$ cat config.mk
export PLATFORM = sky130hd
export DESIGN_NAME = proximity_grid_motion_tracker_core
export DESIGN_NICKNAME = d
export VERILOG_FILES = /design/src/pgmt_pkg.sv /design/src/proximity_grid_motion_tracker_core.sv
export SDC_FILE = /design/constraint.sdc
export NUM_CORES = 2
export LEC_CHECK = 0
export BUFFER_PORTS_ARGS = -buffer_cell sky130_fd_sc_hd__clkbuf_2
export CAP_MARGIN = 10
export CORE_AREA = 10 10 374 376
export DETAILED_ROUTE_END_ITERATION = 10
export DIE_AREA = 0 0 384 386
export PLACE_DENSITY = 0.71
export SLEW_MARGIN = 25
export SYNTH_ARGS = -nofsm -noshare
export SYNTH_HDL_FRONTEND = slang
export SYNTH_SLANG_ARGS = --single-unit
$ cat constraint.sdc
create_clock -name clk_i -period 24 [get_ports clk_i]
set_input_delay 2.4 -clock clk_i [delete_from_list [all_inputs] [get_ports clk_i]]
set_output_delay 2.4 -clock clk_i [all_outputs]
set_load 0.02 [all_outputs]
$ cat src/pgmt_pkg.sv
`timescale 1ns / 1ps

package pgmt_pkg;

  localparam int unsigned GridCells = 16;

  localparam logic [8:0]  FilterWeightReset = 9'd230;
  localparam logic [8:0]  FilterWeightMax   = 9'd256;
  localparam logic [16:0] ThresholdReset    = 17'd65536;
  localparam logic [16:0] LevelFull         = 17'd65536;
  localparam logic [9:0]  RawRampStart      = 10'd512;
  localparam logic [9:0]  RawRampEnd        = 10'd768;

  typedef enum logic {
    CFG_FILTER_WEIGHT    = 1'b0,
    CFG_DETECT_THRESHOLD = 1'b1
  } cfg_reg_e;

  // Motion contribution of one pair of neighbor cells, indexed by
  // {before(b), before(a), now(b), now(a)}.
  localparam logic signed [1:0] MotionTable [16] = '{
    2'sd0,  2'sd1,  -2'sd1, 2'sd0,
    -2'sd1, 2'sd0,  2'sd1,  2'sd1,
    2'sd1,  -2'sd1, 2'sd0,  -2'sd1,
    2'sd0,  -2'sd1, 2'sd1,  2'sd0
  };

  typedef struct packed {
    logic               quad_row;
    logic               quad_col;
    logic signed [17:0] motion_x;
    logic signed [17:0] motion_y;
    logic signed [17:0] motion_z;
  } result_t;

  function automatic logic signed [1:0] pair_motion(
    input logic [15:0] now_v,
    input logic [15:0] bef_v,
    input logic [3:0]  a,
    input logic [3:0]  b
  );
    logic [3:0] idx;
    idx = {bef_v[b], bef_v[a], now_v[b], now_v[a]};
    return MotionTable[idx];
  endfunction

  // s * 32768 / 3, truncated toward zero, for s in -6..6.
  function automatic logic signed [17:0] third_step(input logic signed [3:0] s);
    logic [2:0]  mag;
    logic [17:0] val;
    mag = s[3] ? 3'(-s) : s[2:0];
    case (mag)
      3'd0: val = 18'd0;
      3'd1: val = 18'd10922;
      3'd2: val = 18'd21845;
      3'd3: val = 18'd32768;
      3'd4: val = 18'd43690;
      3'd5: val = 18'd54613;
      3'd6: val = 18'd65536;
      default: val = 18'd0;
    endcase
    return s[3] ? -signed'(val) : signed'(val);
  endfunction

endpackage

$ cat src/proximity_grid_motion_tracker_core.sv
`timescale 1ns / 1ps
// A cell reading is registered on acceptance and updates the cell state from that register;
// the four quadrant results of a frame-closing reading load a four-entry result buffer.
// Throughput: one reading per cycle unless stalled; results leave at one per cycle while
// the receiver is ready, and a frame-closing reading holds until that buffer is empty.
// Reset clears all cell state and loads the register defaults (weight 230, threshold 65536).
module proximity_grid_motion_tracker_core
  import pgmt_pkg::*;
(
  input  logic        clk_i,
  input  logic        rst_ni,
  input  logic        cfg_we_i,
  input  logic        cfg_addr_i,
  input  logic [16:0] cfg_wdata_i,
  input  logic        s_axis_tvalid,
  output logic        s_axis_tready,
  // [1:0] cell_row, [3:2] cell_col, [13:4] raw_sample, [15:14] zero
  input  logic [15:0] s_axis_tdata,
  output logic        m_axis_tvalid,
  input  logic        m_axis_tready,
  // [0] quad_row, [1] quad_col, [19:2] motion_x, [37:20] motion_y, [55:38] motion_z
  output logic [55:0] m_axis_tdata,
  output logic        m_axis_tlast
);

  logic [8:0]  weight_q;
  logic [16:0] thresh_q;

  logic        in_valid_q;
  logic [1:0]  row_q;
  logic [1:0]  col_q;
  logic [9:0]  raw_q;
  logic        close_q;

  logic [16:0]        level_q [GridCells];
  logic signed [17:0] chg_q   [GridCells];
  logic [15:0]        now_q;
  logic [15:0]        bef_q;

  result_t     res_q [4];
  result_t     res_d [4];
  logic [2:0]  cnt_q;
  logic [1:0]  idx_q;

  logic        adv;
  logic        load;
  logic        out_take;

  logic [3:0]         cell_idx;
  logic [8:0]         k;
  logic [8:0]         d;
  logic [16:0]        scaled;
  logic [16:0]        old_lvl;
  logic signed [17:0] diff;
  logic signed [27:0] acc;
  logic [16:0]        fresh;
  logic signed [17:0] change;

  // Stall the whole front end while a closed frame waits for the result buffer.
  assign load          = close_q && (cnt_q == 3'd0);
  assign adv           = !close_q || load;
  assign s_axis_tready = adv;
  assign out_take      = m_axis_tvalid && m_axis_tready;

  always_ff @(posedge clk_i or negedge rst_ni) begin
    if (!rst_ni) begin
      weight_q <= FilterWeightReset;
      thresh_q <= ThresholdReset;
    end else if (cfg_we_i) begin
      case (cfg_reg_e'(cfg_addr_i))
        CFG_FILTER_WEIGHT:    weight_q <= cfg_wdata_i[8:0];
        CFG_DETECT_THRESHOLD: thresh_q <= cfg_wdata_i;
        default: ;
      endcase
    end
  end

  always_ff @(posedge clk_i or negedge rst_ni) begin
    if (!rst_ni) begin
      in_valid_q <= 1'b0;
    end else if (adv) begin
      in_valid_q <= s_axis_tvalid;
    end
  end

  always_ff @(posedge clk_i) begin
    if (adv && s_axis_tvalid) begin
      row_q <= s_axis_tdata[1:0];
      col_q <= s_axis_tdata[3:2];
      raw_q <= s_axis_tdata[13:4];
    end
  end

  // Cell update: scale, low-pass as scaled*256 + (old - scaled)*k, then detect.
  always_comb begin
    cell_idx = {row_q, col_q};
    k        = (weight_q > FilterWeightMax) ? FilterWeightMax : weight_q;
    d        = {raw_q[7:0], 1'b0};
    if (raw_q >= RawRampEnd) begin
      scaled = 17'd0;
    end else if (raw_q < RawRampStart) begin
      scaled = LevelFull;
    end else begin
      scaled = LevelFull - ({1'b0, d, 7'd0} | {10'd0, d[8:2]});
    end
    old_lvl = level_q[cell_idx];
    diff    = signed'({1'b0, old_lvl}) - signed'({1'b0, scaled});
    acc     = signed'({3'd0, scaled, 8'd0}) + diff * signed'({1'b0, k});
    fresh   = acc[24:8];
    change  = signed'({1'b0, fresh}) - signed'({1'b0, old_lvl});
  end

  always_ff @(posedge clk_i or negedge rst_ni) begin
    if (!rst_ni) begin
      close_q <= 1'b0;
      now_q   <= '0;
      bef_q   <= '0;
      for (int i = 0; i < GridCells; i++) begin
        level_q[i] <= '0;
        chg_q[i]   <= '0;
      end
    end else if (adv) begin
      close_q <= in_valid_q && (row_q == 2'd3) && (col_q == 2'd3);
      if (in_valid_q) begin
        level_q[cell_idx] <= fresh;
        chg_q[cell_idx]   <= change;
        bef_q[cell_idx]   <= now_q[cell_idx];
        now_q[cell_idx]   <= ({15'd0, scaled} < {15'd0, thresh_q});
      end
    end
  end

  // Quadrant results from the state left by the frame-closing reading.
  always_comb begin
    logic signed [2:0]  mx [3];
    logic signed [2:0]  my [3];
    logic signed [3:0]  sx;
    logic signed [3:0]  sy;
    logic signed [19:0] zsum;
    logic signed [19:0] zadj;
    logic [3:0]         c;
    for (int q = 0; q < 4; q++) begin
      for (int t = 0; t < 3; t++) begin
        mx[t] = 3'(pair_motion(now_q, bef_q, 4'((q / 2) * 8 + t), 4'((q / 2) * 8 + t + 1)))
              + 3'(pair_motion(now_q, bef_q, 4'((q / 2) * 8 + 4 + t),
                               4'((q / 2) * 8 + 4 + t + 1)));
        my[t] = 3'(pair_motion(now_q, bef_q, 4'(t * 4 + (q % 2) * 2),
                               4'((t + 1) * 4 + (q % 2) * 2)))
              + 3'(pair_motion(now_q, bef_q, 4'(t * 4 + (q % 2) * 2 + 1),
                               4'((t + 1) * 4 + (q % 2) * 2 + 1)));
      end
      sx = ((q % 2) == 0) ? (4'(mx[0]) <<< 1) + 4'(mx[1]) : 4'(mx[1]) + (4'(mx[2]) <<< 1);
      sy = ((q / 2) == 0) ? (4'(my[0]) <<< 1) + 4'(my[1]) : 4'(my[1]) + (4'(my[2]) <<< 1);
      zsum = '0;
      for (int kk = 0; kk < 2; kk++) begin
        for (int ll = 0; ll < 2; ll++) begin
          c = 4'(((q / 2) * 2 + kk) * 4 + (q % 2) * 2 + ll);
          if (now_q[c] && bef_q[c]) begin
            zsum = zsum + 20'(chg_q[c]);
          end
        end
      end
      // Round toward zero on the divide by four.
      zadj = zsum + (zsum[19] ? 20'sd3 : 20'sd0);
      res_d[q].quad_row = 1'(q / 2);
      res_d[q].quad_col = 1'(q % 2);
      res_d[q].motion_x = third_step(sx);
      res_d[q].motion_y = third_step(sy);
      res_d[q].motion_z = zadj[19:2];
    end
  end

  always_ff @(posedge clk_i or negedge rst_ni) begin
    if (!rst_ni) begin
      cnt_q <= '0;
      idx_q <= '0;
    end else if (load) begin
      cnt_q <= 3'd4;
      idx_q <= '0;
    end else if (out_take) begin
      cnt_q <= cnt_q - 3'd1;
      idx_q <= idx_q + 2'd1;
    end
  end

  always_ff @(posedge clk_i) begin
    if (load) begin
      for (int q = 0; q < 4; q++) begin
        res_q[q] <= res_d[q];
      end
    end
  end

  assign m_axis_tvalid = (cnt_q != 3'd0);
  assign m_axis_tlast  = (idx_q == 2'd3);
  assign m_axis_tdata  = {res_q[idx_q].motion_z, res_q[idx_q].motion_y,
                          res_q[idx_q].motion_x, res_q[idx_q].quad_col,
                          res_q[idx_q].quad_row};

endmodule

# Word-level counts from Yosys, hierarchy flattened
# Memories as Yosys holds them, arrays and structs flattened.
# Cells that the tools add are included.
# Widths: inputs -> output; s select.
# op_classes
n_mul	1
n_addsub	58
n_mux	116
order_cmp	32
n_bitwise	27
reduce_logical	31
eq_ne	51
# ops
cell	n
$pmux 17 s6	8
$mux 20	16
$bwmux 288	1
$bwmux 272	1
$add 20x18->20	12
$mux 18	9
$neg 18->18	8
$ge 5x5->1 const B	25
$not 4->5	25
$mux 2	54
$mux 17	5
$add 20x3->20	4
$demux 18 s4	1
$eq 3x3->1 const B	24
$bmux 17 s4	1
$demux 17 s4	1
$eq 3x2->1 const B	16
$add 2x2->3	12
$sub 17x17->18	2
$bwmux 16	2
$mux 3	10
$add 25x25->25	1
$mul 18x10->25	1
$eq 3x1->1 const B	8
other kinds (27)	69
# word_totals
word_cells	384
output_inout_bits	59
regBits	639
memories	25
ram_bits	224
rom_bits	768
# mem_list
memory	words	width	rd	rd_clocked_by_memory_dff	wr	line_no	rtl
res_q	4	56	1	0	4	proximity_grid_motion_tracker_core.sv:40	result_t res_q [4];
(no name shown)	16	2	1	0	0	pgmt_pkg.sv:44	return MotionTable[idx];
(no name shown)	16	2	1	0	0	pgmt_pkg.sv:44	
(no name shown)	16	2	1	0	0	pgmt_pkg.sv:44	
(no name shown)	16	2	1	0	0	pgmt_pkg.sv:44	
(no name shown)	16	2	1	0	0	pgmt_pkg.sv:44	
19 more memories	--	--	--	--	--	--	

# Depth between registers and ports, before layout
# depth
depth_word	12
ltp_mapped	47

# Worst setup path before layout
# OpenSTA, ideal clock, no wires.
# synth_path
path_kind	register to register
from	register col_q[0]
to	register chg_q[14] (netlist name)
stages_incl_launch_ff	44
path_slack_ns	12.517
arrival_time_ns	11.350
required_ns	23.867
path_buffers	5
setup_ns	0.133
cell_sequence	edfxtp_1 > clkbuf_1 > clkbuf_1 > buf_1 > mux4_2 > mux4_2 > ha_1 > or3b_2 > nor4_1 > mux2i_1 > o2111ai_1 > o2111ai_2 > nor2b_1 > xnor2_1 > nand2_1 > fa_1 > inv_1 > fa_1 > (+8 left out) > a211oi_1 > a21boi_0 > nor2_1 > inv_1 > a21oi_1 > xnor2_1 > clkbuf_1 > inv_1 > ha_1 > a21oi_1 > o21ai_0 > o21bai_1 > a21oi_1 > a211o_1 > a21oi_1 > xor2_1 > clkbuf_1 > o21ai_0
# synth_between
elab_chain_len	9
word_cells_on_any_way	14
# synth_lines
item	line_no	rtl
start: declaration	proximity_grid_motion_tracker_core.sv:31	logic [1:0] col_q;
start signal: assignment	proximity_grid_motion_tracker_core.sv:89	col_q <= s_axis_tdata[3:2];
$not 4->5 (not written as such)	proximity_grid_motion_tracker_core.sv:106	old_lvl = level_q[cell_idx];
$bmux 17 s4	proximity_grid_motion_tracker_core.sv:106	
$mux 17 (not written as such) (2 in series)	proximity_grid_motion_tracker_core.sv:106	
$sub 17x17->18	proximity_grid_motion_tracker_core.sv:107	diff = signed'({1'b0, old_lvl}) - signed'({1'b0, scaled});
$mul 18x10->25	proximity_grid_motion_tracker_core.sv:108	acc = signed'({3'd0, scaled, 8'd0}) + diff * signed'({1'b0, k});
$add 25x25->25	proximity_grid_motion_tracker_core.sv:108	
net acc[13]	proximity_grid_motion_tracker_core.sv:55	logic signed [27:0] acc;
$sub 17x17->18	proximity_grid_motion_tracker_core.sv:110	change = signed'({1'b0, fresh}) - signed'({1'b0, old_lvl});
$bwmux 288	proximity_grid_motion_tracker_core.sv:126	chg_q[cell_idx] <= change;
end signal: indexed assignment	proximity_grid_motion_tracker_core.sv:126	
end: declaration	proximity_grid_motion_tracker_core.sv:36	logic signed [17:0] chg_q [GridCells];
# The timed path passes the listed nets, and every way through them passes these cells. The select of a mux whose other input is x is not followed.
# A chain may end at the register's enable or synchronous reset.

# Worst setup path after layout
# layout_path
from	register col_q[0]
to	register chg_q[196] (netlist name)
# Same word-level chain as after synthesis.

==> summary.txt <==
Global route
  – Vias in the first global route: 45500
  – GR Layer Usage met3: 0.0319
  – Global route overflow: 0
  – M2 GR Usage: 0.347
  – Initial antenna violation count: 6
  – First-pass GRT wire length: 253000 um
  – M1 GR Usage: 0.284
  – Largest net degree at the start of global routing: 85
  – Tot GR Track Use: 0.212
  – Gr busiest metal: met2

Cells and area
  – Nets: 6954
  – Commonest non-fill, non-tap cell in the layout: nand2_1
  – Post-route cell area: 0.0643 mm2
  – Fin cells: 8100
  – Layout cells sized above 1: 0.121
  – Commonest non-fill, non-tap cells in the layout: nand2_1 (878), o21ai_0 (700), dfrtp_1 (617)
  – Layout Area Growth over Synthesis: 8.51%

STA
  – Fin crit share: 0.554
  – Setup TNS: 0 ps
  – Hold_ws: 473 ps
  – Fin crit period: 13300 ps
  – Final Max Slew Viols: 0
  – Relative slew slack: 0.229
  – Setup Viol. Count Final: 0
  – Clock Skew: 28.5 ps
  – Final hold violations: 0
  – Unrepaired setup endpoints after global routing: no
  – Max Clock Freq: 75.2 MHz
  – Worst Tran Pin Value: 1160 ps

Floorplanning
  – Site row count: 134
  – Die height: 386 um
  – CORE AREA: 0.133 mm2
  – Die area: 0.148 mm2
  – Die Wd: 384 um
  – Starting density of the core: 0.447
  – I/O Pins: 98

Synth
  – Count of cell types in the netlist: 109
  – Syn_area_per_cell: 9.35 um2
  – Synth Warn #: 0
  – Async set-reset flop share out of synthesis: 0.815
  – Syn nets: 7033
  – Synth Instances: 6338
  – Sequential area share after synthesis: 0.336
  – Yosys top cell by area: dfrtp_1
  – EDFF count, synth: 142
  – Top cell type's share of synthesized area: 0.261
  – Register bit total from synthesis: 767
  – Post-Syn Area: 0.0593 mm2
  – Synth Flop Type: dfrtp_1
  – Area contributors post-synth: dfrtp_1 (26%), ha_1 (10%), edfxtp_1 (7.2%), fa_1 (5.9%), o21ai_0 (5.9%)

Status
  – Status: complete, no violations

Drt
  – Final wirelength: 159000 um
  – DR WL/cell: 19.6 um
  – Vias per cell: 5.78
  – DR vias: 46800
  – Detailed-route DRC error count: 0
  – Iteration-0 DRC Markers: 3637
  – 1st-pass router iterations: 6
  – Routed Antenna Nets: 0

CTS
  – Clk pin slew, worst setup/hold paths: 60 ps
  – Clk Latency, worst-skew pair: 700 ps
  – Root buf cell: clkbuf_16
  – Post-CTS Setup Inserts: 0
  – CTS tree: done
  – CTS H-tree depth: 3
  – Hold Buf Count CTS: 0
  – Clock tree buffer depth: 3
  – CTS Buf Count: 89
  – Post-cts repair resize count: 0
  – Clk sinks: 767

Placed design
  – PortBufs: 95
  – GPL Wtd Cong: 0.903
  – Post-Place Cell Area: 0.0614 mm2
  – Hpwl dp: 114000 um
  – DP Cell Count: 7935

Worst setup path
  – Critical Path AT: 13820 ps
  – Crit Path Class: flip-flop to flip-flop
  – FF-to-FF Start: col_q[0]
  – Crit-path max FO: 75
  – Worst Path Required: 24520 ps
  – Crit path launch: col_q[0]
  – Startpoint type of the worst setup path: flip-flop
  – Slowest stage delay, CP: 890 ps
  – CP max-delay cell: xor2_4
  – CP Capture Type: flip-flop

Hold path
  – Hold WC Path Type: flip-flop to flip-flop
  – Worst Hold Launch: chg_q[284]

Flow run
  – Max Cap Viol: 0
layout make-up:
class	instances	area [um2]
flip-flops and latches	767	19900
well taps	1768	2210
fillers	12100	68300
inverters	440	1650
diodes	3	7.51
repair buffers	174	1110
clock buffers	132	2610
clock inverters	29	251
multi-input cells	4787	36600
stage by stage:
step	worst slack (ps)	util
2_1_floorplan	12520	-
3_3_place_gp	10950	0.463
3_5_place_dp	10870	0.463
4_1_cts	10810	0.485
5_1_grt	9830	0.485
6_report	10700	0.485
Yosys cell counts, types with 11 or more instances:
library cell  instances
buf_4                25
o21a_1               62
nor3b_1              15
a21o_1               87
o31ai_1              26
a211o_1              12
and3_1              104
ha_1                480
nand2b_1             62
o31a_1               17
o21ai_0             700
nand4_1              25
nand2_1             892
inv_1               439
o211ai_1             38
mux2i_1              58
or3_1                34
a21oi_1             280
a211oi_1             54
buf_1                33
mux4_2              142
and2_1               57
nand3_1              91
or2_2                14
edfxtp_1            142
o21bai_1             22
nand3b_1             26
o2111ai_1            15
xnor2_1             203
nor4_1               17
nor2_1              359
clkbuf_1            273
dfrtp_1             619
a31o_2               12
a31oi_1              56
a22oi_1              17
fa_1                176
buf_2                11
nor3_1               74
a21boi_0             12
mux2_2              185
nor2b_1              62
xor2_1              109
flip-flops by register name, indices dropped and copies added, names as in the netlist, 3 cells and up:
register / flops
chg_q: 288
level_q: 272
res_q: 128
thresh_q: 17
bef_q: 16
now_q: 16
raw_q: 10
weight_q: 9
cnt_q: 3
layer usage:
layer  wire, um  part of all wire
met5          0                 0
met4       4920             0.031
met3       9990             0.063
met2      74900              0.47
met1      68900              0.43
cell families after synthesis:
family | Yosys count | synth area share
buf+inv | 784 | 0.0517
xor+xnor | 316 | 0.0472
fa+ha+maj | 656 | 0.161
flops | 767 | 0.336
simple gates | 1879 | 0.146
mux | 387 | 0.0993
compound gates | 1549 | 0.159
final timing paths:
check                           slack, ps         end  cells after the start
min in group asynchronous            1680    idx_q[0]                      1
worst max-delay path                10700  chg_q[196]                     39
max in group asynchronous           19510  chg_q[139]                      4
worst max register to register      10700  chg_q[196]                     39
worst min-delay path                  470  chg_q[284]                      2
worst min register to register        470  chg_q[284]                      2
worst max-delay path, delay by kind of cell, from the launching register on:
kind / cells / cell delay [ps]
XOR/XNOR: 3 / 2140
flip-flops: 1 / 370
AND/OR/NAND/NOR: 8 / 1650
multiplexers: 3 / 1380
AO/OA/AOI/OAI: 11 / 2850
adder cells (fa/ha/maj): 8 / 3730
buffers and inverters: 6 / 840
Power is left out: the tool's default activity adds up to more than one toggle a clock period on the data nets, which glitch-free logic cannot reach.
